`src/hw/rtl/okvt_pkg.sv`:
```
package okvt_pkg;

    localparam int CAPACITY   = 16;
    localparam int KEY_BITS   = 32;
    localparam int VALUE_BITS = 32;
    localparam int IDX_BITS   = (CAPACITY > 1) ? $clog2(CAPACITY) : 1;
    localparam int COUNT_BITS = $clog2(CAPACITY + 1);

    // Fixed field widths of the stream payloads.
    localparam int CMD_BITS       = 3;
    localparam int KEY_FIELD_BITS = 32;
    localparam int VAL_FIELD_BITS = 32;
    localparam int POS_BITS       = 4;
    localparam int CNT_FIELD_BITS = 5;
    localparam int S_TDATA_BITS   = 72;
    localparam int M_TDATA_BITS   = 72;

    typedef logic [KEY_BITS-1:0]   key_t;
    typedef logic [VALUE_BITS-1:0] value_t;
    typedef logic [COUNT_BITS-1:0] count_t;
    typedef logic [IDX_BITS-1:0]   idx_t;
    typedef logic [POS_BITS-1:0]   pos_t;

    typedef enum logic [CMD_BITS-1:0] {
        CMD_INSERT         = 3'd0,
        CMD_UPDATE         = 3'd1,
        CMD_INSERT_UPDATE  = 3'd2,
        CMD_ERASE          = 3'd3,
        CMD_CONTAINS       = 3'd4,
        CMD_GET_BY_KEY     = 3'd5,
        CMD_GET_BY_POS     = 3'd6
    } cmd_t;

    typedef enum logic [1:0] {
        ST_IDLE = 2'd0,
        ST_CMP  = 2'd1,
        ST_ACT  = 2'd2
    } state_t;

    // Broadcast from the sequencer to every cell.
    typedef struct packed {
        logic cmp;     // compare the request key and latch the match flag
        logic upd;     // matching cell takes the request value
        logic app;     // cell at the count position takes the request entry
        logic shift;   // cells at or above the match take the upper neighbor
    } cell_ctrl_t;

    typedef struct packed {
        cmd_t   cmd;
        key_t   key;
        value_t value;
        pos_t   position;
    } req_t;

    typedef struct packed {
        logic   ok;
        logic   full_res;
        key_t   key_out;
        value_t value_out;
        count_t count;
    } res_t;

endpackage

```
`src/hw/rtl/okvt_cell.sv`:
```
module okvt_cell (
    input  logic                 aclk,
    input  okvt_pkg::cell_ctrl_t ctrl,
    input  okvt_pkg::idx_t       cell_idx,
    input  okvt_pkg::count_t     count,
    input  okvt_pkg::key_t       req_key,
    input  okvt_pkg::value_t     req_value,
    input  okvt_pkg::key_t       up_key,
    input  okvt_pkg::value_t     up_value,
    input  logic                 chain_in,
    output logic                 chain_out,
    output okvt_pkg::key_t       key,
    output okvt_pkg::value_t     value,
    output logic                 match
);
    import okvt_pkg::*;

    key_t   key_reg, key_next;
    value_t value_reg, value_next;
    logic   match_reg, match_next;
    logic   valid;
    logic   append_here;

    assign valid       = COUNT_BITS'(cell_idx) < count;
    assign append_here = COUNT_BITS'(cell_idx) == count;

    // The erase chain is high from the matching cell upward.
    assign chain_out = chain_in | match_reg;

    always_comb begin
        key_next   = key_reg;
        value_next = value_reg;
        match_next = match_reg;
        if (ctrl.cmp) begin
            match_next = valid && (key_reg == req_key);
        end
        priority if (ctrl.shift && chain_out) begin
            key_next   = up_key;
            value_next = up_value;
        end else if (ctrl.app && append_here) begin
            key_next   = req_key;
            value_next = req_value;
        end else if (ctrl.upd && match_reg) begin
            value_next = req_value;
        end else begin
            // No write for this cell: the entry is held.
            key_next   = key_reg;
            value_next = value_reg;
        end
    end

    always_ff @(posedge aclk) begin
        key_reg   <= key_next;
        value_reg <= value_next;
        match_reg <= match_next;
    end

    assign key   = key_reg;
    assign value = value_reg;
    assign match = match_reg;

endmodule

```
`src/hw/rtl/ordered_key_value_table_core.sv`:
```
// Channel   Direction  Payload (tdata, lowest bit first)
// s_axis    in         cmd[2:0] key[34:3] value[66:35] position[70:67], zero fill
// m_axis    out        ok[0] full_res[1] key_out[33:2] value_out[65:34] count[70:66]
//
// An accepted request is compared against every cell in the next cycle and then acted
// on in the act state, which a stalled result can hold. A new request is taken when
// idle or in the acting cycle, never while the compare of the cell row runs, so the
// next request overlaps the act of the current one but not its compare.
// Reset (aresetn low at a clock edge) empties the table and drops any pending result.
// A stalled result register holds the act cycle, and with it the input side.
module ordered_key_value_table_core (
    input  logic                              aclk,
    input  logic                              aresetn,
    input  logic                              s_tvalid,
    output logic                              s_tready,
    // cmd, key, value, position from bit 0 up, zero filled to 72 bits
    input  logic [okvt_pkg::S_TDATA_BITS-1:0] s_tdata,
    output logic                              m_tvalid,
    input  logic                              m_tready,
    // ok, full_res, key_out, value_out, count from bit 0 up, zero filled to 72 bits
    output logic [okvt_pkg::M_TDATA_BITS-1:0] m_tdata
);
    import okvt_pkg::*;

    state_t     state_reg, state_next;
    req_t       req_reg, req_next;
    res_t       res_reg, res_next;
    logic       m_tvalid_reg, m_tvalid_next;
    count_t     count_reg, count_next;
    cell_ctrl_t ctrl;

    key_t   cell_key   [CAPACITY];
    value_t cell_value [CAPACITY];
    logic   cell_match [CAPACITY];
    logic   chain      [CAPACITY+1];

    logic   out_free;
    logic   act_go;
    logic   accept;
    logic   hit;
    value_t hit_value;
    logic   pos_ok;
    idx_t   pos_idx;

    // The row of cells: each holds one entry in insertion order. On erase every
    // cell from the match upward takes its upper neighbor's entry.
    assign chain[0] = 1'b0;

    for (genvar g = 0; g < CAPACITY; g++) begin : g_cell
        key_t   up_key;
        value_t up_value;
        if (g == CAPACITY - 1) begin : g_top
            assign up_key   = cell_key[g];
            assign up_value = cell_value[g];
        end else begin : g_mid
            assign up_key   = cell_key[g+1];
            assign up_value = cell_value[g+1];
        end
        okvt_cell u_cell (
            .aclk      (aclk),
            .ctrl      (ctrl),
            .cell_idx  (IDX_BITS'(g)),
            .count     (count_reg),
            .req_key   (req_reg.key),
            .req_value (req_reg.value),
            .up_key    (up_key),
            .up_value  (up_value),
            .chain_in  (chain[g]),
            .chain_out (chain[g+1]),
            .key       (cell_key[g]),
            .value     (cell_value[g]),
            .match     (cell_match[g])
        );
    end

    // Keys are unique, so at most one cell matches and an AND-OR picks its value.
    always_comb begin
        hit       = 1'b0;
        hit_value = '0;
        for (int i = 0; i < CAPACITY; i++) begin
            hit       = hit | cell_match[i];
            hit_value = hit_value | (cell_match[i] ? cell_value[i] : '0);
        end
    end

    assign pos_idx = req_reg.position[IDX_BITS-1:0];
    assign pos_ok  = COUNT_BITS'(req_reg.position) < count_reg;

    assign out_free = !m_tvalid_reg || m_tready;
    assign act_go   = (state_reg == ST_ACT) && out_free;
    assign s_tready = (state_reg == ST_IDLE) || act_go;
    assign accept   = s_tvalid && s_tready;

    // Sequencer: compare cycle, then act cycle, which also writes the result.
    always_comb begin
        state_next    = state_reg;
        req_next      = req_reg;
        res_next      = res_reg;
        count_next    = count_reg;
        m_tvalid_next = m_tvalid_reg && !m_tready;
        ctrl          = '0;

        if (accept) begin
            req_next.cmd      = cmd_t'(s_tdata[2:0]);
            req_next.key      = KEY_BITS'(s_tdata[34:3]);
            req_next.value    = VALUE_BITS'(s_tdata[66:35]);
            req_next.position = s_tdata[70:67];
        end

        unique case (state_reg)
            ST_IDLE: begin
                if (accept) begin
                    state_next = ST_CMP;
                end
            end
            ST_CMP: begin
                ctrl.cmp   = 1'b1;
                state_next = ST_ACT;
            end
            ST_ACT: begin
                if (act_go) begin
                    res_next = '0;
                    unique case (req_reg.cmd)
                        CMD_INSERT, CMD_INSERT_UPDATE: begin
                            if (hit) begin
                                if (req_reg.cmd == CMD_INSERT_UPDATE) begin
                                    ctrl.upd    = 1'b1;
                                    res_next.ok = 1'b1;
                                end
                            end else if (count_reg == COUNT_BITS'(CAPACITY)) begin
                                res_next.full_res = 1'b1;
                            end else begin
                                ctrl.app    = 1'b1;
                                count_next  = count_reg + 1'b1;
                                res_next.ok = 1'b1;
                            end
                        end
                        CMD_UPDATE: begin
                            ctrl.upd    = hit;
                            res_next.ok = hit;
                        end
                        CMD_ERASE: begin
                            if (hit) begin
                                ctrl.shift  = 1'b1;
                                count_next  = count_reg - 1'b1;
                                res_next.ok = 1'b1;
                            end
                        end
                        CMD_CONTAINS: begin
                            res_next.ok = hit;
                        end
                        CMD_GET_BY_KEY: begin
                            res_next.ok        = hit;
                            res_next.value_out = hit_value;
                        end
                        CMD_GET_BY_POS: begin
                            if (pos_ok) begin
                                res_next.ok        = 1'b1;
                                res_next.key_out   = cell_key[pos_idx];
                                res_next.value_out = cell_value[pos_idx];
                            end
                        end
                        default: begin
                        end
                    endcase
                    res_next.count = count_next;
                    m_tvalid_next  = 1'b1;
                    state_next     = accept ? ST_CMP : ST_IDLE;
                end
            end
            default: begin
                state_next = ST_IDLE;
            end
        endcase
    end

    always_ff @(posedge aclk) begin
        if (!aresetn) begin
            state_reg    <= ST_IDLE;
            count_reg    <= '0;
            m_tvalid_reg <= 1'b0;
        end else begin
            state_reg    <= state_next;
            count_reg    <= count_next;
            m_tvalid_reg <= m_tvalid_next;
        end
    end

    always_ff @(posedge aclk) begin
        req_reg <= req_next;
        res_reg <= res_next;
    end

    assign m_tvalid = m_tvalid_reg;
    assign m_tdata  = {1'b0,
                       CNT_FIELD_BITS'(res_reg.count),
                       VAL_FIELD_BITS'(res_reg.value_out),
                       KEY_FIELD_BITS'(res_reg.key_out),
                       res_reg.full_res,
                       res_reg.ok};

`ifndef NO_ASSERTIONS
    a_count_bound: assert property (@(posedge aclk) disable iff (!aresetn)
        count_reg <= COUNT_BITS'(CAPACITY))
        else $error("entry count above capacity");

    a_count_only_in_act: assert property (@(posedge aclk) disable iff (!aresetn)
        (state_reg != ST_ACT) |=> $stable(count_reg))
        else $error("entry count changed outside the act cycle");

    a_full_not_ok: assert property (@(posedge aclk) disable iff (!aresetn)
        m_tvalid_reg |-> !(res_reg.ok && res_reg.full_res))
        else $error("result flags both success and full");

    a_act_follows_cmp: assert property (@(posedge aclk) disable iff (!aresetn)
        (state_reg == ST_CMP) |=> (state_reg == ST_ACT))
        else $error("compare cycle not followed by act cycle");
`endif

endmodule

```
`config.mk`:
```
export PLATFORM = sky130hd
export DESIGN_NAME = ordered_key_value_table_core
export DESIGN_NICKNAME = d
export VERILOG_FILES = /design/src/hw/rtl/okvt_pkg.sv /design/src/hw/rtl/okvt_cell.sv /design/src/hw/rtl/ordered_key_value_table_core.sv
export SDC_FILE = /design/constraint.sdc
export NUM_CORES = 2
export LEC_CHECK = 0
export BUFFER_PORTS_ARGS = -buffer_cell sky130_fd_sc_hd__buf_4
export CAP_MARGIN = 25
export CORE_MARGIN = 2
export CORE_UTILIZATION = 40
export CTS_BUF_LIST = sky130_fd_sc_hd__clkbuf_4
export DETAILED_ROUTE_END_ITERATION = 7
export GPL_TIMING_DRIVEN = 0
export PLACE_DENSITY = 0.64
export SETUP_SLACK_MARGIN = 0.05
export SYNTH_ARGS = -nofsm -noshare
export SYNTH_HDL_FRONTEND = slang
export SYNTH_SLANG_ARGS = --single-unit
export TNS_END_PERCENT = 30
```
`constraint.sdc`:
```
create_clock -name aclk -period 16.6 [get_ports aclk]
set_input_delay 2.49 -clock aclk [delete_from_list [all_inputs] [get_ports aclk]]
set_output_delay 2.49 -clock aclk [all_outputs]
set_load 0.05 [all_outputs]
```
==> results by group <==
Clock tree
  • Sink Count: 1190
  • Post-cts resize count: 0
  • Hold Buf Count CTS: 0
  • CTS tree: built
  • Post-CTS Setup Inserts: 0
  • Max Root-Sink Buffers: 4
  • CTS Buf Count: 345
  • CTS Root Cell: clkbuf_4
  • H-tree depth: 5
  • Clock transition at path regs: ~0.060 ns
  • Later-pin clock latency in the skew report: roughly 1.4 ns

Timing
  • Final setup vio count: 0
  • Slew margin rel.: 10.03%
  • Setup TNS: 0 ns
  • Skew final: approximately 0.11 ns
  • Achievable Freq: roughly 180 MHz
  • Crit share post-route: 34.33%
  • Unrepaired setup endpoints after global routing: no
  • Pins Over Slew Limit: 0
  • Count of final hold-check violations: 0
  • Post-layout min period: 5.700 ns
  • Fin Hold WS: 0.4406 ns
  • Measured slew at the worst slew-check pin: between 1 and 1.5 ns

Global routing
  • Largest net degree at the start of global routing: 42
  • First-pass GRT wire length: 420400 um
  • Initial antenna violation count: 18
  • All-Layer GR Usage: 37.30%
  • Vias in the first global route: around 47000
  • Total grt overflow: 0

Power
  • VDD IR-drop max: roughly 0.000083 V
  • Power Density: a little over 90 nW/um2
  • Combinational Power Share: 11.6%
  • Net Sw Frac: between 20% and 30%
  • Internal power: ~5000 uW
  • Switching power: 1910 uW
  • Share of power burned in registers: 48.9%
  • Power share of the clock group: 39.5%
  • Leakage power: roughly 0.025 uW

Logic synthesis
  • Post-Synthesis Cells: 4296
  • Yosys top cell area share: 54.20%
  • Main synth FF type: edfxtp_1
  • Post-synthesis sequential element count: 1190
  • Synth area leaders: edfxtp_1, mux2_2, mux4_2
  • Syn avg cell area: about 15 um2
  • EDFF count, synth: around 1200
  • Sequential share of the synthesized area: 54.44%
  • Post-Syn Area: 65490 um2
  • Net Count, Synth: 4380
  • Cell taking the most area after synthesis: edfxtp_1
  • Async set-reset flop share out of synthesis: 0%
  • Synth cell types: 61
  • Number of synthesis warnings: 0

Setup path
  • Worst EP required: 14.11 ns
  • Critical Path Source: m_tready
  • Reg2reg start: count_reg[3]$_SDFFE_PN0P_
  • Critical Path End Type: primary output
  • Critical path type: primary input to primary output
  • CP arrival: 3.21 ns
  • CP Max Fanout: 4
  • Element type at the critical path start: primary input

Floorplanning
  • Site row count: 148
  • Core Area: 162600 um2
  • # IOs: 150
  • Chip height: between 400 and 500 um
  • Initial core utilization: 40.28%
  • Die area: 167000 um2
  • Die X: between 400 and 500 um

Placement
  • GP Congestion: 1.071
  • I/O Buffers: 147
  • HPWL after DPL: roughly 220000 um
  • Area after DPL: 71340 um2

Worst hold path
  • HP Class: register to register
  • Hold Path Origin: req_reg[59]$_DFFE_PP_

Finish
  • Design area: around 75000 um2
  • Area Growth Syn to Fin: 15.17%
  • Share of layout cells above drive strength 1: 38.54%
  • # fillers: 14740
  • Nets: 4993

Detailed routing
  • DR pass1 iterations: 8
  • Final antenna-violating net count: 0
  • DR vias: 49250
  • Via-to-Cell Ratio: 6.727
  • WL per Instance: 43.45 um
  • Final WL: 318100 um
  • Post-route DRC: 1
  • Number of DRC markers in iteration 0: 8487

Run status
  • Failing checks: DRC
  • Status: finished with violations

Flow run
  • # Max-Cap Violations: 0
-- cell families (layout without fill, tap and decap cells) --
group,count (synthesis),after routing,share of synthesized area (%)
simple gates,439,439,3.664
buf+inv,441,1267,2.940
xor+xnor,516,516,6.901
flops,1190,1190,54.44
fa+ha+maj,8,8,0.1528
other cells,1,25,0.005726
mux,1312,1312,27.49
compound gates,389,389,4.406
-- synthesized netlist by cell type, drive strengths merged (2+ instances only) --
library cell	n
nor3	19
a21o	16
mux4	290
mux2i	31
nand2	29
nor2	91
or2	2
mux2	991
a22oi	170
nand2b	2
o2111ai	3
a41oi	3
inv	8
o31ai	2
nand4	94
a2111oi	3
nand3	68
nor4	87
and2	3
o21ai	10
a31oi	5
nor2b	34
xnor2	252
nand3b	2
xor2	264
o22ai	33
buf	203
clkbuf	228
or3	2
edfxtp	1182
or4	2
ha	8
clkinv	2
dfxtp	8
a221o	7
a22o	43
a221oi	43
a21oi	43
-- cell type report --
| type | count | area (um2) | area share (%) |
|---|---|---|---|
| antenna | 24 | 60.06 | 0.07963 |
| buffer | 431 | 1897 | 2.515 |
| clock buffer | 494 | 3709 | 4.917 |
| clock inverter | 66 | 275.3 | 0.3650 |
| inverter | 10 | 42.54 | 0.05640 |
| multi-input combinational | 2665 | 28150 | 37.32 |
| sequential | 1190 | 35650 | 47.27 |
| tap | 2175 | 2721 | 3.608 |
| timing repair buffer | 266 | 2915 | 3.865 |
-- power groups by stage --
stage	sequential [uW]	combinational (uW)	clock (uW)
after floorplan	3450	415	0
after global placement	3450	731	0
after detailed placement	3450	766	0
after CTS	3380	769	2740
after global routing	3380	804	2890
final	3380	803	2740
-- per-layer routing --
metal / vias to the layer above / global-route usage [%] / routed length, um
met4: 14 / 29.48 / 30340
met5: - / 0 / 136
met1: 24990 / 45.24 / 112100
met3: 1281 / 11.99 / 38940
met2: 4467 / 54.77 / 136600
li1: 18490 / - / -
-- metrics by stage --
stage	total power (uW)	util [%]	cells	setup slack, ns
5_1_grt	7077	46.37	7306	10.83
4_1_cts	6890	46.33	7294	10.90
6_report	6923	46.39	7321	10.90
2_1_floorplan	3864	-	4296	9.206
3_5_place_dp	4213	43.88	6734	10.11
3_3_place_gp	4182	42.63	6618	0.7469
-- worst paths after layout --
kind              depth (start not counted)  slack, ns                                   to
setup reg to reg                          8      11.48                m_tdata[55]$_DFFE_PP_
hold reg to reg                           0       0.44  g_cell[15].u_cell.key[23]$_DFFE_PP_
hold / removal                            0       0.44  g_cell[15].u_cell.key[23]$_DFFE_PP_
setup / recovery                          4      10.90                             s_tready
-- layout by cell type (no fill, tap or decap), types with 9 or more instances in the layout --
master and instances:
edfxtp_1 1182, nor2b_1 34, xor2_1 264, xnor2_1 252, clkinv_1 60, nor2_1 89, mux2_1 263, buf_6 12
nand4_1 94, mux2i_1 31, buf_8 73, nor4_1 82, nand2_1 21, a21o_4 11, o22ai_1 33, buf_2 113
a22oi_1 170, buf_16 13, a22o_1 43, nor3_1 17, a21oi_1 43, nand3_1 64, diode_2 24, buf_1 64
clkbuf_4 494, clkbuf_1 224, mux4_2 290, o21ai_0 9, mux2_2 728, buf_4 186, a221oi_1 43
-- worst max-delay path, stage by stage --
cell and delay [ns]:
buf_4 0.08, nor2b_1 0.05, a21oi_1 0.32, buf_4 0.27
Power figures use the tool's default switching activity.
